[src/peu_pkg.sv]
// Shared types, register codes and arithmetic helpers for the particle
// integrate/bounce pipeline. No dependencies.
`timescale 1ns / 1ps
package peu_pkg;

   localparam int CSR_IDX_W = 4;
   localparam int CSR_DAT_W = 32;

   typedef enum logic [CSR_IDX_W-1:0] {
      REG_STEP_TIME       = 4'd0,
      REG_MAX_SPEED       = 4'd1,
      REG_BOUNCE_DAMPING  = 4'd2,
      REG_LOWER_X         = 4'd3,
      REG_LOWER_Y         = 4'd4,
      REG_UPPER_X         = 4'd5,
      REG_UPPER_Y         = 4'd6,
      REG_PARTICLE_RADIUS = 4'd7
   } peu_reg_type;

   // particle state carried down the pipe
   typedef struct packed {
      logic signed [31:0] px;
      logic signed [31:0] py;
      logic signed [31:0] vx;
      logic signed [31:0] vy;
      logic               over;
   } peu_kin_type;

   // square root recurrence, one root bit per cell
   typedef struct packed {
      logic [63:0] rad;
      logic [32:0] rem;
      logic [31:0] root;
   } peu_sqrt_type;

   // restoring division of both axes by the same length
   typedef struct packed {
      logic [31:0] len;
      logic [31:0] rem_x;
      logic [30:0] low_x;
      logic [30:0] quo_x;
      logic [31:0] rem_y;
      logic [30:0] low_y;
      logic [30:0] quo_y;
   } peu_div_type;

   function automatic logic signed [31:0] sat32(input logic signed [34:0] v);
      logic signed [31:0] r;
      if (v > 35'sd2147483647) r = 32'sh7fffffff;
      else if (v < -35'sd2147483648) r = 32'sh80000000;
      else r = v[31:0];
      return r;
   endfunction

   // (p + 2^23) >> 24, floor
   function automatic logic signed [33:0] round_dt(input logic signed [56:0] p);
      logic signed [57:0] t;
      t = {p[56], p} + 58'sd8388608;
      return t[57:24];
   endfunction

   function automatic logic [31:0] abs32(input logic signed [31:0] v);
      logic [31:0] r;
      r = v[31] ? (~v + 32'd1) : v;
      return r;
   endfunction

endpackage

[src/peu_wall.sv]
// Wall clamp and damped reflection for one axis, one register stage.
// Depends on peu_pkg.
`timescale 1ns / 1ps
module peu_wall (
   input  logic               clock,
   input  logic               reset,
   input  logic               enable,
   input  logic               in_valid,
   input  logic signed [31:0] pos,
   input  logic signed [31:0] vel,
   input  logic signed [31:0] lower,
   input  logic signed [31:0] upper,
   input  logic [30:0]        radius,
   input  logic [16:0]        damping,
   output logic               out_valid,
   output logic signed [31:0] out_pos,
   output logic signed [31:0] out_vel
);
   import peu_pkg::*;

   logic               valid_ff;
   logic signed [32:0] lo_in, hi_in, lo_ff, hi_ff;
   logic               below_in, above_in, below_ff, above_ff;
   logic [48:0]        prod_in, prod_ff;
   logic signed [31:0] pos_ff, vel_ff;
   logic [49:0]        rnd;
   logic [33:0]        mag_d;

   always_comb begin
      lo_in    = {lower[31], lower} + $signed({2'b00, radius});
      hi_in    = {upper[31], upper} - $signed({2'b00, radius});
      below_in = $signed({pos[31], pos}) < lo_in;
      // lower test wins on an inverted box
      above_in = !below_in && ($signed({pos[31], pos}) > hi_in);
      prod_in  = 49'(abs32(vel)) * 49'(damping);
   end

   always_ff @(posedge clock) begin
      if (reset) begin
         valid_ff <= 1'b0;
      end else if (enable) begin
         valid_ff <= in_valid;
      end
      if (enable) begin
         lo_ff    <= lo_in;
         hi_ff    <= hi_in;
         below_ff <= below_in;
         above_ff <= above_in;
         prod_ff  <= prod_in;
         pos_ff   <= pos;
         vel_ff   <= vel;
      end
   end

   always_comb begin
      rnd     = {1'b0, prod_ff} + 50'd32768;
      mag_d   = rnd[49:16];
      out_pos = pos_ff;
      out_vel = vel_ff;
      if (below_ff) begin
         out_pos = sat32({{2{lo_ff[32]}}, lo_ff});
         if (vel_ff[31]) out_vel = sat32($signed({1'b0, mag_d}));
      end else if (above_ff) begin
         out_pos = sat32({{2{hi_ff[32]}}, hi_ff});
         if (!vel_ff[31] && vel_ff != 32'sd0) out_vel = sat32(-$signed({1'b0, mag_d}));
      end
   end

   assign out_valid = valid_ff;
endmodule

[config.mk]
export PLATFORM = sky130hd
export DESIGN_NAME = peu_wall
export DESIGN_NICKNAME = d
export VERILOG_FILES = /design/src/peu_pkg.sv /design/src/peu_wall.sv
export SDC_FILE = /design/constraint.sdc
export NUM_CORES = 2
export LEC_CHECK = 0
export ABC_CLOCK_PERIOD_IN_PS = 12620
export BUFFER_PORTS_ARGS = -buffer_cell sky130_fd_sc_hd__buf_2
export CAP_MARGIN = 20
export CORE_ASPECT_RATIO = 0.9
export CORE_MARGIN = 5
export CORE_UTILIZATION = 40
export DETAILED_ROUTE_END_ITERATION = 16
export PLACE_DENSITY_LB_ADDON = 0.3
export SLEW_MARGIN = 10
export SYNTH_ARGS = -nofsm -noshare
export SYNTH_HDL_FRONTEND = slang
export SYNTH_SLANG_ARGS = --single-unit
[constraint.sdc]
create_clock -name clock -period 12.62 [get_ports clock]
set_clock_uncertainty 0.15 [all_clocks]
set_input_delay 0.631 -clock clock [delete_from_list [all_inputs] [get_ports clock]]
set_output_delay 0.631 -clock clock [all_outputs]
set_load 0.01 [all_outputs]
==> impl_metrics.csv <==
group,metric,value,unit
global_route,grt_start_max_net_pins,66,
timing,rsz0062_at_grt,"false",
yosys,async_flop_share,0,
cts,clk_latency,0.46,ns
routing,dr_total_vias,25016,
place,dpl.hpwl,71.2,mm
floorplan,io_pins,245,
place,io_buffers,244,
routing,route.detailed.drc,0,
layout,fin_area,33800,um2
floorplan,fp.dieH,274,um
timing,fin_setup_tns,0,ns
global_route,grt_usage,0.220,
global_route,antenna_found_initial,14,
cts,clockBufferDepth,2,
critical_path,cp_slowest_cell,"o21ai_0",
routing,viasPerCell,5.36,
yosys,yosysMostFrequentCell,"inv_1",
yosys,netlist_area,31000,um2
routing,drt-total-wl,90.2,mm
routing,drtPass1Iterations,5,
global_route,grt_pass1_vias,25372,
critical_path,cp_max_fo,17,
critical_path,start_kind,"primary input",
routing,ant_nets,0,
global_route,grt_pass1_wl,143,mm
routing,drtIter0Drc,1558,
yosys,synth_top_area_frac,0.290,
critical_path,end_kind,"flip-flop",
timing,fin_crit,9.95,ns
yosys,avgSynthCellArea,8.90,um2
floorplan,core,76500,um2
run,timing.max_cap.violations,0,
critical_path,worstPathArrival,10.00,ns
routing,wl_per_cell,19.3,um
global_route,grt_util_met2,0.354,
place,gp_congestion,0.918,
timing,final.period_utilization,0.789,
global_route,grt.met3_usage,0.0519,
yosys,synth-edff-count,166,
critical_path,crit_required,12.67,ns
critical_path,crit_type,"primary input to flip-flop",
cts,cts_buffers,17,
cts,path_clk_slew,0.07,ns
floorplan,row_count,96,
place,place_area,33200,um2
cts,tritoncts,"built",
worst_hold_path,hold_path.class,"primary input to flip-flop",
critical_path,crit_top_cell,"fa_1",
cts,htreeDepth,4,
timing,tightestPinTransition,1.15,ns
global_route,grt.busiest_layer,"met2",
yosys,synth_fp_nets,4358,
timing,hold_violations,0,
cts,cts_root_buf,"clkbuf_16",
outcome,status,"completed",
yosys,synth_commonest_cells,"614 x inv_1, 477 x nand2_1, 449 x fa_1",
yosys,synth_top_cell_by_area,"fa_1",
yosys,synth.distinct_cells,80,
yosys,synth_cells,3477,
timing,report.final.slew_viol_count,0,
timing,fmax,100,MHz
layout,drive_above_1_share,0.101,
yosys,synth_seq_area_share,0.162,
layout,layout.nets,4499,
layout,area_growth,9.15,%
timing,setup_viol,0,
yosys,synthFlopType,"edfxtp_1",
global_route,overflow,0,
cts,cts_resized,0,
global_route,grtUsageMet1,0.302,
cts,hold_buffers,0,
timing,relSlewSlack,0.227,
floorplan,die_area,83100,um2
floorplan,die_x,303,um
critical_path,slowest_delay,0.65,ns
yosys,yosysWarnings,0,
yosys,synthTopCellsByArea,"fa_1 29%, edfxtp_1 16%, ha_1 10%",
floorplan,initial_core_util,0.405,
cts,postCtsSetupBuffers,0,
yosys,synth_seq_cells,167,
cts,cts.sinks,167,
==> per-stage QoR <==
step	hold WS, ns	utilization	setup slack, ns	instances
finish	0.162	0.442	2.67	4666
global placement	0.320	0.434	2.56	4628
floorplan	0.378	-	3.47	3477
CTS	0.140	0.441	2.80	4660
global route	0.159	0.442	2.06	4661
detailed placement	0.337	0.434	2.36	4628
==> cells by family (layout without fill, tap and decap cells) <==
kind of cell,count (synthesis),count (layout),synth area share
compound gates,531,531,0.113
mux,15,15,0.00509
xor+xnor,185,185,0.0523
simple gates,1068,1068,0.170
fa+ha+maj,733,733,0.403
buf+inv,778,932,0.0951
flops,167,167,0.162
other cells,0,6,0
==> final cells by class <==
type                    count  area (um2)
repair buffers            286        1540
diodes                      6        15.0
multi-input cells        2532       23100
clock inverters            15         138
flip-flops and latches    167        5000
well taps                1029        1290
clock buffers              17         425
inverters                 614        2300
fillers                  7655       42700
==> layout by cell type (no fill, tap or decap), types with 42 or more instances in the layout <==
cell / instances
buf_2: 243
buf_4: 42
a21o_1: 52
xnor2_1: 118
inv_1: 614
nor2_1: 103
fa_1: 449
ha_1: 252
nand3_1: 48
a21oi_1: 114
nand2_1: 477
xor2_1: 60
edfxtp_1: 166
and2_1: 220
o21ai_0: 123
o22ai_1: 43
==> worst paths after layout <==
kind                   from     endpoint  slack [ns]  cells after the start
setup / recovery     vel[2]  prod_ff[48]        2.67                     29
setup reg to reg  out_valid    out_valid       11.88                      2
hold reg to reg   out_valid    out_valid        0.35                      2
hold / removal        reset    out_valid        0.16                      2
==> worst max-delay path, delay by kind of cell <==
family                   cells  cell delay (ns)
XOR/XNOR                     2             0.28
buffers and inverters        5             0.53
AND/OR/NAND/NOR              9             3.07
adder cells (fa/ha/maj)      7             3.36
AO/OA/AOI/OAI                6             2.10
==> registers in the layout, summed over array words and instances, names as in the netlist <==
register and flops:
lo_ff 33, prod_ff 34, pos_ff 32, vel_ff 32, above_ff 1, out_valid 1
hi_ff 33, below_ff 1
==> metal layers <==
metal	part of all wire	wire, um
met1	0.44	39400
met4	0.025	2300
met2	0.46	41400
met3	0.077	6980
met5	0.0011	100
Power is not shown: default switching activity piles up to over one toggle a cycle in this logic, so the estimate is an artifact.
