$ cat src/peu_pkg.sv
// Shared types, register codes and arithmetic helpers for the particle
// integrate/bounce pipeline. No dependencies.
`timescale 1ns / 1ps
package peu_pkg;

   localparam int CSR_IDX_W = 4;
   localparam int CSR_DAT_W = 32;

   typedef enum logic [CSR_IDX_W-1:0] {
      REG_STEP_TIME       = 4'd0,
      REG_MAX_SPEED       = 4'd1,
      REG_BOUNCE_DAMPING  = 4'd2,
      REG_LOWER_X         = 4'd3,
      REG_LOWER_Y         = 4'd4,
      REG_UPPER_X         = 4'd5,
      REG_UPPER_Y         = 4'd6,
      REG_PARTICLE_RADIUS = 4'd7
   } peu_reg_type;

   // particle state carried down the pipe
   typedef struct packed {
      logic signed [31:0] px;
      logic signed [31:0] py;
      logic signed [31:0] vx;
      logic signed [31:0] vy;
      logic               over;
   } peu_kin_type;

   // square root recurrence, one root bit per cell
   typedef struct packed {
      logic [63:0] rad;
      logic [32:0] rem;
      logic [31:0] root;
   } peu_sqrt_type;

   // restoring division of both axes by the same length
   typedef struct packed {
      logic [31:0] len;
      logic [31:0] rem_x;
      logic [30:0] low_x;
      logic [30:0] quo_x;
      logic [31:0] rem_y;
      logic [30:0] low_y;
      logic [30:0] quo_y;
   } peu_div_type;

   function automatic logic signed [31:0] sat32(input logic signed [34:0] v);
      logic signed [31:0] r;
      if (v > 35'sd2147483647) r = 32'sh7fffffff;
      else if (v < -35'sd2147483648) r = 32'sh80000000;
      else r = v[31:0];
      return r;
   endfunction

   // (p + 2^23) >> 24, floor
   function automatic logic signed [33:0] round_dt(input logic signed [56:0] p);
      logic signed [57:0] t;
      t = {p[56], p} + 58'sd8388608;
      return t[57:24];
   endfunction

   function automatic logic [31:0] abs32(input logic signed [31:0] v);
      logic [31:0] r;
      r = v[31] ? (~v + 32'd1) : v;
      return r;
   endfunction

endpackage

$ cat src/peu_sqrt_cell.sv
// One square root cell: retires one root bit and hands the particle on.
// Depends on peu_pkg.
`timescale 1ns / 1ps
module peu_sqrt_cell (
   input  logic                  clock,
   input  logic                  reset,
   input  logic                  enable,
   input  logic                  in_valid,
   input  peu_pkg::peu_kin_type  in_kin,
   input  peu_pkg::peu_sqrt_type in_data,
   output logic                  out_valid,
   output peu_pkg::peu_kin_type  out_kin,
   output peu_pkg::peu_sqrt_type out_data
);
   import peu_pkg::*;

   logic         valid_ff;
   peu_kin_type  kin_ff;
   peu_sqrt_type data_ff, data_in;
   logic [34:0]  rem2, trial;
   logic         ge;

   always_comb begin
      rem2  = {in_data.rem, in_data.rad[63:62]};
      trial = {1'b0, in_data.root, 2'b01};
      ge    = rem2 >= trial;
      data_in.rem  = ge ? 33'(rem2 - trial) : rem2[32:0];
      data_in.root = {in_data.root[30:0], ge};
      data_in.rad  = {in_data.rad[61:0], 2'b00};
   end

   always_ff @(posedge clock) begin
      if (reset) begin
         valid_ff <= 1'b0;
      end else if (enable) begin
         valid_ff <= in_valid;
      end
      if (enable) begin
         kin_ff  <= in_kin;
         data_ff <= data_in;
      end
   end

   assign out_valid = valid_ff;
   assign out_kin   = kin_ff;
   assign out_data  = data_ff;
endmodule

$ cat config.mk
export PLATFORM = sky130hd
export DESIGN_NAME = peu_sqrt_cell
export DESIGN_NICKNAME = d
export VERILOG_FILES = /design/src/peu_pkg.sv /design/src/peu_sqrt_cell.sv
export SDC_FILE = /design/constraint.sdc
export NUM_CORES = 1
export LEC_CHECK = 0
export BUFFER_PORTS_ARGS = -buffer_cell sky130_fd_sc_hd__buf_2
export CORE_AREA = 8 8 197 199
export CTS_BUF_LIST = sky130_fd_sc_hd__clkbuf_8
export CTS_CLUSTER_SIZE = 40
export DETAILED_ROUTE_END_ITERATION = 6
export DIE_AREA = 0 0 205 207
export GPL_ROUTABILITY_DRIVEN = 0
export GPL_TIMING_DRIVEN = 0
export SYNTH_ARGS = -nofsm -noshare
export SYNTH_HDL_FRONTEND = slang
export SYNTH_SLANG_ARGS = --single-unit
export TNS_END_PERCENT = 10
$ cat constraint.sdc
create_clock -name clock -period 4.65 [get_ports clock]
set_input_delay 0.6975 -clock clock [delete_from_list [all_inputs] [get_ports clock]]
set_output_delay 0.6975 -clock clock [all_outputs]
set_load 0.02 [all_outputs]
==> reports/summary.txt, run 1 <==
Status = finished, final reports clean
Wire length of the first global-routing pass = 53.87 mm
Critical path depth in cells = 14
I/O Buffers = 518
Grt total ovfl = 0
NetSw = 1.690 mW
Post-route DRC = 0
Clock sink count = 257
Met1 usage = 17.54%
Vias in the first global route = 7,971
GRT Overall Usage = 17.21%
Pin count of the biggest net entering global routing = 131
CP delay by family, top = compound AO/OA/AOI/OAI gates
Post-synthesis cell type count = 59
Min Clock Period, post-route = 3.745 ns
Post-synth EDFFs = 256
Worst vdd ir = 0.0002590 V
Fmax = 0.2671 GHz
CTS tree = built
Slowest cell on the critical path = a2111oi_4
Avg Vias per Cell = 4.531
Gr busiest metal = met2
#FFs+latches synth = 257
Die Y = 207 um
Core Util, Final = 40.07%
Starting density of the core = 28.74%
Rows = 70
Clock share of power = 32.6%
Worst Max-Slew Pin Slew = 0.8948 ns
Reg2Reg Depth = 2
Pint = 4.160 mW
Cells after synthesis = 620
Most common cell after layout, fill and taps aside = buf_2
Max-slew violations = 0
Seq/Total Area, Yosys = 74.69%
Initial antenna violation count = 9
Nets = 1,484
Crit path cell chain = buf_2 -> inv_1 -> ha_1 -> inv_1 -> o21ba_2 -> o21ai_0 -> o2111ai_2 -> a2111oi_4 -> o211ai_4 -> and2_4 -> buf_12 -> inv_8 -> buf_12 -> mux2_4
Drt total wl = 38.25 mm
Post-DP HPWL = 30.90 mm
Final setup viols = 0
Cell area after synthesis = 10,320 um^2
Comb pwr share = 18.8%
Pleak = 6.344 nW
Hold crit path type = in -> reg
Final hold vios = 0
Die W = 205 um
DR WL/cell = 22.57 um
Routing usage on met2 = 30.74%
DRT Pass-1 Iters = 5
Starting DRT DRC Count = 454
Syn Area/Cell = 16.64 um^2
Tot Pwr = 5.851 mW
Final worst slack = 0.9055 ns
Crit-path max FO = 10
Hold buffers post-CTS = 0
Seq pwr share = 48.6%
CTS H-tree lvls = 2
IO Pins = 521
Total negative slack = 0 ns
Ys flop type = edfxtp_1
Clk pin slew, worst setup/hold paths = 0.06 ns
Start of the worst register-to-register path = out_valid
Arrival time at the worst endpoint = 4.07 ns
Clk root buf = clkbuf_8
Layout cells sized above 1 = 50.61%
Die area = 42,440 um^2
Post-DRT Antenna Nets = 0
Worst Hold Launch = in_data[87]
Clock latency on the worst-skew pair = 0.57 ns
Cts bufs inserted = 45
Slew headroom = 39.57%
Asr flop ratio synth = 0%
Crit path launch type = input port
Switching share of power = 28.89%
Most frequent cells in the layout = 518 x buf_2, 256 x edfxtp_1, 60 x inv_1
Core region area = 35,910 um^2
Post-CTS sizing = 0
Buf+Inv Stages, Crit Path = 6
CP Capture Type = flop
WP data required = 4.98 ns
Critical path class = in -> reg
Met3 Use GR = 7.413%
DP Worst Slack = 0.2725 ns
DR vias = 7,680
Power density over the cells = 406.6 nW/um^2
Setup bufs post-CTS = 0
Clk buf depth = 3
Max Cap Viol = 0
Max stage delay on crit path = 0.56 ns
Synth-to-Final Area Change = 39.43%
Hold path depth = 1
Crit path from = in_data[14]
Clk_skew = 0 ns
Fin crit share = 80.53%
RSZ-0062 raised after global routing = no
Yosys Warn Count = 0
[flip-flops by register name (all words and copies together) (netlist names)]
| name | cells |
|---|---|
| out_kin | 129 |
| out_valid | 1 |
| out_data | 127 |
[cells by family (layout without fill, tap and decap cells)]
family	after synthesis	after routing	share of synthesized area, %
DFF	257	257	74.69
AOI/OAI and AO/OA	122	122	8.343
and+or+nand+nor	101	101	4.765
buffers and inverters	56	656	2.668
adders and majority gates	34	34	4.123
xor gates and xnor gates	25	25	2.122
muxes	24	24	3.250
other	1	8	0.03634
[cell type report]
| class | count | area (um^2) |
|---|---|---|
| Fill cell | 3424 | 21520 |
| Tap cell | 468 | 585.6 |
| Clock inverter | 35 | 187.7 |
| Multi-Input combinational cell | 308 | 2340 |
| Timing Repair Buffer | 520 | 2658 |
| Clock buffer | 45 | 619.3 |
| Antenna cell | 6 | 15.01 |
| Buffer | 10 | 95.09 |
| Sequential cell | 257 | 7707 |
| Inverter | 46 | 180.2 |
[power by group through the flow]
| stage | registers, mW | clock network, mW | logic, mW |
|---|---|---|---|
| 2_1_floorplan | 3.16 | 0 | 0.331 |
| 3_3_place_gp | 2.90 | 0 | 1.10 |
| 3_5_place_dp | 2.89 | 0 | 1.11 |
| 4_1_cts | 2.84 | 1.99 | 1.12 |
| 5_1_grt | 2.86 | 2.08 | 1.18 |
| 6_report | 2.84 | 1.91 | 1.10 |
[per-stage QoR]
step / hold WS [ns] / area [um^2] / cells
global placement: 0.4744 / 13500 / 1607
finish: 0.2705 / 14390 / 1695
CTS: 0.2047 / 14370 / 1689
detailed placement: 0.4817 / 13570 / 1609
floorplan: 0.5788 / 10320 / 621
global route: 0.2111 / 14380 / 1690
[routing by layer]
layer | up-vias | part of all wire [%]
met5 | - | 0.21
li1 | 3541 | -
met2 | 341 | 51
met3 | 68 | 11
met4 | 12 | 3.2
met1 | 3718 | 35
[worst register-to-register path, cell delays in order, from the launching register on]
cell,delay [ns]
dfxtp_1,0.30
mux2i_1,0.12
nor2_1,0.05
[Yosys cell counts (3+ instances only)]
master     instances  area share [%]
a31oi_1            4            0.24
xor2_1             7            0.59
mux2_2             4            0.44
inv_1             45             1.6
nand4_1            3            0.18
nor2_1            26            0.95
o31ai_1            5            0.36
o21a_1             9            0.65
a211oi_1           3            0.22
buf_12             3            0.58
and4_1             4            0.34
or3_1              5            0.30
a2111oi_0          3            0.25
ha_1              34             4.1
xnor2_1           18             1.5
o211ai_1           3            0.22
or2_2              3            0.18
mux2_4            18             2.6
edfxtp_1         256              74
o21ai_0           25             1.2
nand2_1           26            0.95
a21oi_1           35             1.7
nor4_1             3            0.18
nor3_1             9            0.44
nand3_1           12            0.58
a21o_1            11            0.80
clkbuf_1           4            0.15
[worst paths after layout]
kind | end | slack (ns)
setup / recovery | out_data[43] | 0.91
hold / removal | out_data[89] | 0.27
setup reg to reg | out_valid | 4.07
hold reg to reg | out_valid | 0.49
(Power assumes the default switching activity.)
==> run 2: changes to the inputs <==
--- a/config.mk
+++ b/config.mk
@@ -6,11 +6,11 @@
 export NUM_CORES = 1
 export LEC_CHECK = 0
 export BUFFER_PORTS_ARGS = -buffer_cell sky130_fd_sc_hd__buf_2
-export CORE_AREA = 8 8 197 199
+export CORE_AREA = 8 8 194 196
 export CTS_BUF_LIST = sky130_fd_sc_hd__clkbuf_8
 export CTS_CLUSTER_SIZE = 40
 export DETAILED_ROUTE_END_ITERATION = 6
-export DIE_AREA = 0 0 205 207
+export DIE_AREA = 0 0 202 204
 export GPL_ROUTABILITY_DRIVEN = 0
 export GPL_TIMING_DRIVEN = 0
 export SYNTH_ARGS = -nofsm -noshare
==> constraint.sdc (replaced) <==
create_clock -name clock -period 3.3 [get_ports clock]
set_input_delay 0.495 -clock clock [delete_from_list [all_inputs] [get_ports clock]]
set_output_delay 0.495 -clock clock [all_outputs]
set_load 0.02 [all_outputs]
==> run 2 against run 1 <==
  * Sequential power grew 41%
  * First-iteration DRC count grew 7.7%
  * Count of clock-buffer cells in the layout increased by 3
  * Clock skew unchanged
  * Die area is 2.9% lower
  * Critical endpoint is now out_data[47]
  * Largest cell class unchanged
==> reports/summary.txt, run 2 (synthesis results as in run 1) <==
Status = finished, final reports clean (unchanged)
Footprint of the multi-input gates = 2375 um^2 (was 2340 um^2)
NetSw = 2.413 mW (was 1.690 mW)
Rows = 69 (was 70)
Slowest cell on the critical path = a2111oi_4 (unchanged)
Seq pwr share = 47.5% (was 48.6%)
CP Capture Type = flop (unchanged)
Fin Hold WS = 0.07061 ns (was 0.2705 ns)
CTS tree = built (unchanged)
Reg2reg setup slack = 2.71 ns (was 4.07 ns)
Comb pwr share = 18.5% (was 18.8%)
Crit-path max FO = 10 (unchanged)
Worst vdd ir = 0.0003345 V (was 0.0002590 V)
Clk root buf = clkbuf_8 (unchanged)
Switching share of power = 28.64% (was 28.89%)
Die area = 41,210 um^2 (was 42,440 um^2)
Grt total ovfl = 0 (unchanged)
Fin crit share = 96.16%
Starting density of the core = 29.66% (was 28.74%)
Final worst slack = 0.1266 ns (was 0.9055 ns)
Nets = 1,491 (was 1,484)
Crit path cell chain = buf_2 -> inv_1 -> ha_1 -> buf_2 -> nor2_1 -> o21ba_2 -> o21ai_2 -> o2111ai_4 -> a2111oi_4 -> o211ai_4 -> and2_4 -> buf_12 -> inv_8 -> buf_12 -> mux2_4 (was buf_2 -> inv_1 -> ha_1 -> inv_1 -> o21ba_2 -> o21ai_0 -> o2111ai_2 -> a2111oi_4 -> o211ai_4 -> and2_4 -> buf_12 -> inv_8 -> buf_12 -> mux2_4)
Core Util, Final = 41.67% (was 40.07%)
Layout cells sized above 1 = 51.63% (was 50.61%)
Wire length of the first global-routing pass = 54.58 mm (was 53.87 mm)
Critical path class = in -> reg (unchanged)
Clk buf depth = 3 (unchanged)
Min Clock Period, post-route = 3.173 ns
Pin count of the biggest net entering global routing = 99 (was 131)
DR WL/cell = 23.21 um (was 22.57 um)
Die W = 202 um (was 205 um)
Max Cap Viol = 0 (unchanged)
FF+latch area = 7707 um^2 (unchanged)
Fmax = 0.3151 GHz
Final hold vios = 0 (unchanged)
Clock latency on the worst-skew pair = 0.59 ns (was 0.57 ns)
Max stage delay on crit path = 0.56 ns (about the same)
DR vias = 7,687 (was 7,680)
Die Y = 204 um (was 207 um)
Post-DRT Antenna Nets = 0 (unchanged)
Clk pin slew, worst setup/hold paths = 0.06 ns (about the same)
Max-slew violations = 0 (unchanged)
Synth-to-Final Area Change = 40.50% (was 39.43%)
Core region area = 34,790 um^2 (was 35,910 um^2)
WP data required = 3.63 ns (was 4.98 ns)
Final setup viols = 0 (unchanged)
RSZ-0062 raised after global routing = no (unchanged)
Initial antenna violation count = 9 (unchanged)
Cts bufs inserted = 47 (was 45)
Vias in the first global route = 7,876 (was 7,971)
Crit path launch type = input port (unchanged)
Post-DP HPWL = 31.48 mm (was 30.90 mm)
IO Pins = 521 (unchanged)
DRT Pass-1 Iters = 4 (was 5)
I/O Buffers = 518 (unchanged)
Drt total wl = 39.21 mm (was 38.25 mm)
Arrival time at the worst endpoint = 3.50 ns (was 4.07 ns)
Starting DRT DRC Count = 489 (was 454)
CTS H-tree lvls = 2 (unchanged)
Pint = 6.011 mW (was 4.160 mW)
Clock sink count = 257 (unchanged)
DP Worst Slack = -0.7851 ns (was 0.2725 ns)
Max reg flops = 129 (unchanged)
Fillers = 3,272 (was 3,424)
Worst Max-Slew Pin Slew = 0.6823 ns (was 0.8948 ns)
Slew headroom = 54.51% (was 39.57%)
Most common cell after layout, fill and taps aside = buf_2 (unchanged)
GRT Overall Usage = 17.96% (was 17.21%)
Most frequent cells in the layout = 518 x buf_2, 256 x edfxtp_1, 55 x inv_1 (was 518 x buf_2, 256 x edfxtp_1, 60 x inv_1)
Pleak = 6.390 nW (was 6.344 nW)
Power density over the cells = 581.1 nW/um^2 (was 406.6 nW/um^2)
Post-route DRC = 0 (unchanged)
Hold crit path type = in -> reg (unchanged)
Clock share of power = 34.0% (was 32.6%)
Tot Pwr = 8.424 mW (was 5.851 mW)
Clk_skew = 0 ns (unchanged)
Avg Vias per Cell = 4.551 (was 4.531)
==> run 2: final timing paths <==
kind,to,start,cells after the start
min reg2reg,out_valid,out_valid,2
max,out_data[47],in_data[13],15
min,out_data[76],in_data[74],1
max reg2reg,out_valid,out_valid,2
==> run 2: final cells by class <==
type / instances / area share [%]
inverter: 46 / 1.243
tap: 461 / 3.979
clock inverter: 30 / 1.346
timing repair buffer: 525 / 18.61
clock buffer: 48 / 4.557
buffer: 10 / 0.6559
multi-input combinational: 308 / 16.38
antenna: 4 / 0.06904
sequential: 257 / 53.16
==> run 2: repair_timing <==
item / in CTS / in global routing
setup buffers: 0 / 4
resized for setup: 1 / 7
hold buffers: 1 / 0
endpoints found under the hold margin: 1 / 0
pin swaps: 0 / 2
setup endpoints to repair: 22 / 22
==> run 2: worst max-delay path: cells and delay by family <==
kind,cells,cell delay [ns]
compound gates,5,1.39
fa+ha+maj,1,0.26
buf+inv,6,0.73
mux,1,0.31
simple gates,2,0.29
==> run 2: power groups by stage <==
stage               Combinational (mW)  Clock, mW  Sequential, mW
detailed placement                1.57          0            4.07
global route                      1.66       3.12            4.03
finish                            1.56       2.86            4.00
floorplan                        0.466          0            4.46
CTS                               1.58       2.97            4.00
global placement                  1.55          0            4.09
==> run 2: stage by stage <==
stage | std cells | TNS (ns) | area [um^2]
final | 1689 | 0 | 14500
after global routing | 1685 | 0 | 14490
after CTS | 1681 | 0 | 14420
after detailed placement | 1602 | -20.61 | 13560
after global placement | 1600 | -508.08 | 13490
after floorplan | 621 | 0 | 10320
==> run 2: per-layer routing <==
layer | up-vias | GRT usage, % | wire, um | share of wire [%]
li1 | 3548 | - | - | -
met1 | 3707 | 20.60 | 14760 | 38
met4 | 8 | 6.966 | 1224 | 3.1
met3 | 64 | 6.055 | 3494 | 8.9
met5 | - | 0 | 47 | 0.12
met2 | 360 | 30.71 | 19680 | 50
