[config.mk]
export PLATFORM = sky130hd
export DESIGN_NAME = peu_div_cell
export DESIGN_NICKNAME = d
export VERILOG_FILES = /design/src/peu_pkg.sv /design/src/peu_div_cell.sv
export SDC_FILE = /design/constraint.sdc
export NUM_CORES = 1
export LEC_CHECK = 0
export BUFFER_PORTS_ARGS = -buffer_cell sky130_fd_sc_hd__buf_2
export CORE_AREA = 4 4 273 275
export DETAILED_ROUTE_END_ITERATION = 8
export DIE_AREA = 0 0 277 279
export PLACE_DENSITY = 0.4
export SLEW_MARGIN = 40
export SYNTH_ARGS = -nofsm -noshare
export SYNTH_HDL_FRONTEND = slang
export SYNTH_SLANG_ARGS = --single-unit
[constraint.sdc]
create_clock -name clock -period 4.05 [get_ports clock]
set_input_delay 0.81 -clock clock [delete_from_list [all_inputs] [get_ports clock]]
set_output_delay 0.81 -clock clock [all_outputs]
set_load 0.02 [all_outputs]
[src/peu_pkg.sv]
// Shared types, register codes and arithmetic helpers for the particle
// integrate/bounce pipeline. No dependencies.
`timescale 1ns / 1ps
package peu_pkg;

   localparam int CSR_IDX_W = 4;
   localparam int CSR_DAT_W = 32;

   typedef enum logic [CSR_IDX_W-1:0] {
      REG_STEP_TIME       = 4'd0,
      REG_MAX_SPEED       = 4'd1,
      REG_BOUNCE_DAMPING  = 4'd2,
      REG_LOWER_X         = 4'd3,
      REG_LOWER_Y         = 4'd4,
      REG_UPPER_X         = 4'd5,
      REG_UPPER_Y         = 4'd6,
      REG_PARTICLE_RADIUS = 4'd7
   } peu_reg_type;

   // particle state carried down the pipe
   typedef struct packed {
      logic signed [31:0] px;
      logic signed [31:0] py;
      logic signed [31:0] vx;
      logic signed [31:0] vy;
      logic               over;
   } peu_kin_type;

   // square root recurrence, one root bit per cell
   typedef struct packed {
      logic [63:0] rad;
      logic [32:0] rem;
      logic [31:0] root;
   } peu_sqrt_type;

   // restoring division of both axes by the same length
   typedef struct packed {
      logic [31:0] len;
      logic [31:0] rem_x;
      logic [30:0] low_x;
      logic [30:0] quo_x;
      logic [31:0] rem_y;
      logic [30:0] low_y;
      logic [30:0] quo_y;
   } peu_div_type;

   function automatic logic signed [31:0] sat32(input logic signed [34:0] v);
      logic signed [31:0] r;
      if (v > 35'sd2147483647) r = 32'sh7fffffff;
      else if (v < -35'sd2147483648) r = 32'sh80000000;
      else r = v[31:0];
      return r;
   endfunction

   // (p + 2^23) >> 24, floor
   function automatic logic signed [33:0] round_dt(input logic signed [56:0] p);
      logic signed [57:0] t;
      t = {p[56], p} + 58'sd8388608;
      return t[57:24];
   endfunction

   function automatic logic [31:0] abs32(input logic signed [31:0] v);
      logic [31:0] r;
      r = v[31] ? (~v + 32'd1) : v;
      return r;
   endfunction

endpackage

[src/peu_div_cell.sv]
// One divider cell: one quotient bit for each axis, particle handed on.
// Depends on peu_pkg.
`timescale 1ns / 1ps
module peu_div_cell (
   input  logic                 clock,
   input  logic                 reset,
   input  logic                 enable,
   input  logic                 in_valid,
   input  peu_pkg::peu_kin_type in_kin,
   input  peu_pkg::peu_div_type in_data,
   output logic                 out_valid,
   output peu_pkg::peu_kin_type out_kin,
   output peu_pkg::peu_div_type out_data
);
   import peu_pkg::*;

   logic        valid_ff;
   peu_kin_type kin_ff;
   peu_div_type data_ff, data_in;
   logic [32:0] rem2_x, rem2_y, den;
   logic        ge_x, ge_y;

   always_comb begin
      den    = {1'b0, in_data.len};
      rem2_x = {in_data.rem_x, in_data.low_x[30]};
      rem2_y = {in_data.rem_y, in_data.low_y[30]};
      ge_x   = rem2_x >= den;
      ge_y   = rem2_y >= den;
      data_in.len   = in_data.len;
      data_in.rem_x = ge_x ? 32'(rem2_x - den) : rem2_x[31:0];
      data_in.rem_y = ge_y ? 32'(rem2_y - den) : rem2_y[31:0];
      data_in.low_x = {in_data.low_x[29:0], 1'b0};
      data_in.low_y = {in_data.low_y[29:0], 1'b0};
      data_in.quo_x = {in_data.quo_x[29:0], ge_x};
      data_in.quo_y = {in_data.quo_y[29:0], ge_y};
   end

   always_ff @(posedge clock) begin
      if (reset) begin
         valid_ff <= 1'b0;
      end else if (enable) begin
         valid_ff <= in_valid;
      end
      if (enable) begin
         kin_ff  <= in_kin;
         data_ff <= data_in;
      end
   end

   assign out_valid = valid_ff;
   assign out_kin   = kin_ff;
   assign out_data  = data_ff;
endmodule

==> results of run 1 <==
## through the flow
stage               instance area [µm²]  cells  worst slack [ps]
floorplan                         14700   1016               813
global placement                  19500   2676               268
detailed placement                19500   2676               228
CTS                               20900   2754               846
global route                      20900   2756               654
finish                            20900   2770               851
## routing by layer
metal | wire [µm] | track usage | vias up
met1 | 22100 | 0.158 | 5414
met4 | 2490 | 0.0590 | 42
li1 | - | - | 5329
met5 | 272 | 0 | -
met3 | 6100 | 0.0696 | 127
met2 | 34200 | 0.298 | 423
## critical path: stages
cell	delay, ps
buf_2	100
inv_1	40
ha_1	210
fa_1	470
nand2b_1	190
a21oi_1	210
a21o_1	200
a21oi_1	140
o21ai_0	260
a311oi_1	90
buf_4	180
o41ai_1	350
xnor2_1	180
o21ai_1	80
## area by class of cell
cell class                      count  area [µm²]
Clock buffer                       53        1110
Inverter                           56         210
Multi-Input combinational cell    582        3860
Tap cell                          959        1200
Antenna cell                       15        37.5
Clock inverter                     25         238
Fill cell                        7579       51400
Sequential cell                   348       10400
Timing Repair Buffer              732        3840
## synthesized netlist by cell type (13+ instances only)
| library cell | instances | share of area |
|---|---|---|
| a21oi_1 | 64 | 0.022 |
| o21ai_1 | 17 | 0.0058 |
| o21ai_0 | 70 | 0.024 |
| nand2_1 | 97 | 0.025 |
| xnor2_1 | 26 | 0.016 |
| xor2_1 | 30 | 0.018 |
| nand4_1 | 15 | 0.0064 |
| nand3_1 | 25 | 0.0085 |
| o21bai_1 | 13 | 0.0067 |
| ha_1 | 64 | 0.055 |
| edfxtp_1 | 347 | 0.71 |
| nor2_1 | 29 | 0.0074 |
| a21o_1 | 25 | 0.013 |
| inv_1 | 55 | 0.014 |
| clkbuf_1 | 20 | 0.0051 |
## logic make-up (layout without fill, tap and decap cells)
logic type               Yosys count  count (layout)  share of synthesized area
flip-flops                       348             348                      0.713
AO/OA/AOI/OAI                    238             238                     0.0986
AND/OR/NAND/NOR                  212             212                     0.0670
buffers and inverters             86             866                     0.0245
adder cells (fa/ha/maj)           66              66                     0.0574
XOR/XNOR                          56              56                     0.0335
multiplexers                       8               8                    0.00598
other                              1              17                   0.000256
## worst max-delay path by stage
stage,endpoint,slack (ps),start,cells after the start
floorplan,out_data[76],810,in_data[205],11
global placement,out_data[92],270,in_data[61],14
detailed placement,out_data[91],230,in_data[200],13
CTS,out_data[91],850,in_data[200],13
global route,out_data[91],650,in_data[200],13
finish,out_data[92],850,in_data[61],14
## power by group through the flow
stage / clock network [µW] / logic (µW) / registers (µW)
final: 3760 / 1980 / 4460
after global routing: 4070 / 2140 / 4490
after CTS: 3910 / 2040 / 4470
after detailed placement: 0 / 2030 / 4540
after global placement: 0 / 2020 / 4540
after floorplan: 0 / 597 / 4990
## placed cells by master (no fill, tap or decap), drive strengths merged, types with 3 or more instances in the layout
master      n
a311oi      3
a21o       25
o21bai     13
nor2       29
buf       732
ha         64
a211oi      5
a31oi      10
clkbuf     53
and2        6
xor2       30
a21oi      65
nand2      99
nand3      25
clkinv     14
xnor2      26
edfxtp    347
clkinvlp    4
nand4      15
inv        60
nor3        7
and3        9
o21ai      89
o211ai      6
diode      15
nand2b      6
mux2        6
a31o        4
nor2b       9
bufinv      3
## state kept, by name, summed over array words and instances, names as in the netlist
register and cells:
out_valid 1, out_kin 129, out_data 218
==> reports/qor.log, run 1 <==
qor: pwr.fraction_of_power_consumed_by_combinational_cells 0.194
qor: global_route.first_global_vias 11684
qor: detailed_routing.via_count 11335
qor: setup_path.worstReg2RegStart out_valid
qor: sta.finClkSkew 0 ps
qor: clock_network.worst_skew_pair.late_latency 570 ps
qor: run_status.status completed
qor: clock_network.cts_tree built
qor: die.placement_rows 99
qor: synth.synth_top_flop_cell edfxtp_1
qor: sta.rsz0062_at_grt no
qor: min_path.min-delay-path-class input port to register
qor: sta.timing.slew.headroom 0.605
qor: detailed_routing.wl 65.2 mm
qor: detailed_routing.drt-wirelength-per-cell 23.6 µm
qor: sta.finalCritPeriodShare 0.790
qor: setup_path.r2r.worst_path.cells 2
qor: sta.final_period_minus_worst_setup_slack 3200 ps
qor: pwr.powerDensity 487 nW/µm²
qor: synth.post_synth_instance_area 14600 µm²
qor: sta.drv_slew 0
qor: pwr.fin_total_pwr 10200 µW
qor: clock_network.htree_num_levels 2
qor: detailed_routing.drt_pre_antenna_iters 5
qor: pwr.leakage_power 0.00897 µW
qor: clock_network.path_clk_slew 60 ps
qor: pwr.switching_component_of_the_power 2990 µW
qor: clock_network.cts_hold_buf 0
qor: setup_path.crit-reg2reg-capture out_valid
qor: clock_network.cts_root_buffer clkbuf_16
qor: place.place.gp.congestion 0.891
qor: die.pin_count 703
qor: setup_path.timing.critical_path.to_type register
qor: detailed_routing.drt-initial-drc-count 694
qor: die.floorplan.core_area 72300 µm²
qor: min_path.hold_path.startpoint reset
qor: clock_network.cts_max_path_buffers 3
qor: pwr.clockPowerShare 0.369
qor: pwr.cell_internal_pwr 7210 µW
qor: setup_path.arrival 3510 ps
qor: pwr.fraction_of_power_spent_switching_nets 0.293
qor: final_layout.synthToLayoutAreaGrowth 43.0%
qor: min_path.min_delay_path_depth 2
qor: flow_run.max_cap_viol_count 0
qor: global_route.global_route.usage.total 0.160
qor: sta.tightest_slew 593 ps
qor: setup_path.setup_crit_path_kind input port to register
qor: setup_path.r2r_setup_slack 3460 ps
qor: global_route.grt_start_max_net_pins 101
qor: sta.timing.final.hold_violations 0
qor: clock_network.cts.repair.resized 0
qor: global_route.grt_first_pass_wirelength 89.5 mm
qor: sta.finalSetupTns 0 ps
qor: sta.finalHoldWorstSlack 391 ps
qor: pwr.sequentialPowerShare 0.437
qor: final_layout.postLayoutCoreUtil 0.289
qor: die.die-width 277 µm
qor: synth.ys_ff_latch 348
qor: detailed_routing.post_route_antenna_net_violation_count 0
qor: synth.synth_sequential_area_ratio 0.713
qor: sta.final-setup-viol-count 0
qor: min_path.hold_end out_valid
qor: final_layout.number_of_nets_in_the_final_layout 2182
qor: die.design.die.area 77300 µm²
qor: global_route.grt_remaining_overflow 0
qor: detailed_routing.drt_drc_violations_left 0
qor: pwr.ir_drop 0.000266 V
qor: detailed_routing.via_per_inst 4.09
qor: die.initial_utilization 0.202
qor: clock_network.cts_inserted_buffers 43
qor: setup_path.critical_path.max_fanout 3
qor: clock_network.number_of_buffers_inserted_by_post_cts_setup_repair 0
qor: clock_network.cts.sink_count 348
qor: synth.postSynth.asyncResetShare 0
qor: setup_path.kind_of_start_point_of_the_critical_path input port
qor: synth.synth_warn 0
qor: global_route.grt_antenna_before_repair 39
qor: place.port-buffer-count 698
qor: synth.synthesis.area_per_instance 14.4 µm²
qor: synth.synth-edff-count 347
qor: setup_path.required 4360 ps
qor: synth.post_synth_inst_count 1015
qor: synth.ys_types 57
qor: place.dp_hpwl 54.3 mm
qor: sta.clock.fmax 313 MHz
qor: die.die_ht 279 µm
qor: final_layout.final_layout_size_suffix_gt1_frac 0.453
Power figures use the tool's default switching activity.
==> inputs of run 2 (changes only) <==
Settings changed: ABC_AREA set to 1, CORE_AREA 4 4 273 275 to 4 4 270 272, DIE_AREA 0 0 277 279 to 0 0 274 276, PLACE_DENSITY 0.4 to 0.44.
Clock period 4.05 ns to 3.3 ns, I/O delays scaled along.
==> reports/qor.log, run 2 <==
qor: sta.rsz0062_at_grt no
qor: synth.post_synth_inst_count 1708
qor: pwr.fraction_of_power_spent_switching_nets 0.305
qor: sta.clock.fmax 387 MHz
qor: die.floorplan.core_area 70800 µm²
qor: setup_path.crit_chain buf_2 > inv_1 > buf_4 > ha_1 > nand2_1 > inv_1 > nand2_1 > nand2_1 > inv_1 > nand2_1 > nand2_1 > nand3_1 > nor2_2 > buf_4 > nand3_1 > nand2_1
qor: detailed_routing.drt_drc_violations_left 0
qor: detailed_routing.via_count 14803
qor: global_route.grt_remaining_overflow 0
qor: run_status.status completed
qor: global_route.global_route.usage.total 0.202
qor: synth.synth.most_common_cell nand2_1
qor: detailed_routing.drt_pre_antenna_iters 6
qor: pwr.switching_component_of_the_power 3960 µW
qor: place.detailed_place.area 22200 µm²
qor: place.port-buffer-count 698
qor: global_route.grt_first_pass_wirelength 109 mm
qor: detailed_routing.via_per_inst 4.20
qor: synth.post_synth_instance_area 16900 µm²
qor: min_path.min-delay-path-class input port to register
qor: clock_network.number_of_buffers_inserted_by_post_cts_setup_repair 0
qor: die.die_ht 276 µm
qor: synth.synth_warn 0
qor: synth.ys_ff_latch 348
qor: global_route.grt_antenna_before_repair 46
qor: die.design.die.area 75600 µm²
qor: die.pin_count 703
qor: synth.synth.largest_area_cell edfxtp_1
qor: sta.final-setup-viol-count 0
qor: sta.drv_slew 0
qor: setup_path.cp_num_buf_inv 6
qor: detailed_routing.routed-wl-met3 6.69 mm
qor: setup_path.critical_path.max_fanout 28
qor: pwr.sequentialPowerShare 0.421
qor: place.place.gp.congestion 0.910
qor: final_layout.final_layout_size_suffix_gt1_frac 0.358
qor: clock_network.cts_max_path_buffers 3
qor: synth.synth-edff-count 347
qor: final_layout.n_fill_cell 7488
qor: final_layout.number_of_nets_in_the_final_layout 2946
qor: synth.postSynth.asyncResetShare 0
qor: synth.synth_sequential_area_ratio 0.618
qor: detailed_routing.wire_length_the_detailed_router_placed_on_met1 27.9 mm
qor: detailed_routing.routed-wl-met2 41.0 mm
qor: flow_run.max_cap_viol_count 0
qor: clock_network.worst_skew_pair.late_latency 560 ps
qor: sta.finClkSkew 0 ps
qor: setup_path.dominant_delay_contributor_by_cell_family_on_the_critical_path simple AND/OR/NAND/NOR gates
qor: global_route.first_global_vias 15020
qor: clock_network.cts.sink_count 348
qor: sta.finalSetupTns 0 ps
qor: setup_path.timing.critical_path.to_type register
qor: synth.synth_top_flop_cell edfxtp_1
qor: synth.synth.area.top_cells edfxtp_1 62%, nand2_1 14%, inv_1 6.6%
qor: sta.finalHoldWorstSlack 254 ps
qor: final_layout.synthToLayoutAreaGrowth 39.9%
qor: synth.synth_top_area_share 0.617
qor: detailed_routing.wl 79.4 mm
qor: setup_path.critical-path-max-stage-delay 380 ps
qor: setup_path.slowest_stage ha_1
qor: setup_path.required 3720 ps
qor: sta.tightest_slew 671 ps
qor: setup_path.crit_top_cell nand2_1
qor: global_route.grt_start_max_net_pins 62
qor: detailed_routing.post_route_antenna_net_violation_count 0
qor: place.dp_hpwl 67.6 mm
qor: die.initial_utilization 0.239
qor: synth.ys_types 38
qor: die.placement_rows 98
qor: clock_network.cts_inserted_buffers 43
qor: clock_network.htree_num_levels 2
qor: detailed_routing.highest-signal-layer met5
qor: pwr.leakage_power 0.0118 µW
qor: synth.synthesis.area_per_instance 9.89 µm²
qor: sta.timing.final.hold_violations 0
qor: synth.ranking_of_synthesized_cells_by_instance_count 615 x nand2_1, 347 x edfxtp_1, 295 x inv_1
qor: clock_network.cts_tree built
qor: setup_path.kind_of_start_point_of_the_critical_path input port
qor: clock_network.cts_hold_buf 0
qor: setup_path.arrival 3010 ps
qor: sta.timing.slew.headroom 0.553
qor: final_layout.final_cell_area 23600 µm²
qor: sta.final_period_minus_worst_setup_slack 2590 ps
qor: clock_network.cts.repair.resized 0
qor: final_layout.largest_register_ffs 218
qor: die.die-width 274 µm
qor: detailed_routing.drt-wirelength-per-cell 22.5 µm
qor: clock_network.cts_root_buffer clkbuf_16
qor: pwr.ir_drop 0.000322 V
qor: pwr.clockPowerShare 0.365
qor: pwr.fraction_of_power_consumed_by_combinational_cells 0.214
qor: detailed_routing.drt-initial-drc-count 744
qor: final_layout.final_common_cell buf_2
qor: clock_network.path_clk_slew 60 ps
qor: pwr.cell_internal_pwr 9030 µW
qor: final_layout.most-common-layout-cells 697 x buf_2, 615 x nand2_1, 347 x edfxtp_1
qor: sta.finalCritPeriodShare 0.784
qor: pwr.powerDensity 550 nW/µm²
qor: setup_path.setup_crit_path_kind input port to register
==> run 2: final timing paths <==
check          startpoint       endpoint  slack (ps)  depth (start not counted)
min reg2reg     out_valid      out_valid         520                          2
max reg2reg     out_valid      out_valid        2700                          2
max          in_data[211]  out_data[178]         710                         16
min                 reset      out_valid         250                          2
==> run 2: stage by stage <==
stage / power, µW / worst slack, ps / util / instances
2_1_floorplan: 7010 / 1010 / - / 1709
3_3_place_gp: 8390 / 2.23 / 0.314 / 3431
3_5_place_dp: 8390 / 110 / 0.314 / 3432
4_1_cts: 13200 / 699 / 0.334 / 3510
5_1_grt: 13600 / 528 / 0.334 / 3512
6_report: 13000 / 714 / 0.334 / 3523
==> run 2: layout make-up <==
class	instances	area, µm²	share of cell area
Timing Repair Buffer	794	4330	0.183
Inverter	299	1120	0.0475
Tap cell	950	1190	0.0503
Clock inverter	27	265	0.0112
Antenna cell	13	32.5	0.00138
Sequential cell	348	10400	0.441
Multi-Input combinational cell	1041	5140	0.217
Clock buffer	51	1130	0.0477
==> run 2: cell families after synthesis <==
kind of cell | after synthesis | share of synthesized area
DFF | 348 | 0.618
xor gates and xnor gates | 28 | 0.0145
other | 1 | 0.000222
adders and majority gates | 66 | 0.0498
buffers and inverters | 320 | 0.0782
and+or+nand+nor | 904 | 0.226
muxes | 1 | 0.000592
AOI/OAI and AO/OA | 40 | 0.0125
==> run 2: routing by layer <==
layer | vias to the layer above | global-route usage
li1 | 7165 | -
met1 | 6934 | 0.212
met2 | 521 | 0.373
met3 | 145 | 0.0638
met4 | 38 | 0.0789
met5 | - | 0
==> run 2: power by group through the flow <==
stage	combinational, µW	sequential [µW]	clock [µW]
6_report	2780	5480	4750
2_1_floorplan	926	6080	0
5_1_grt	3030	5510	5100
3_5_place_dp	2830	5570	0
3_3_place_gp	2820	5570	0
4_1_cts	2840	5490	4910
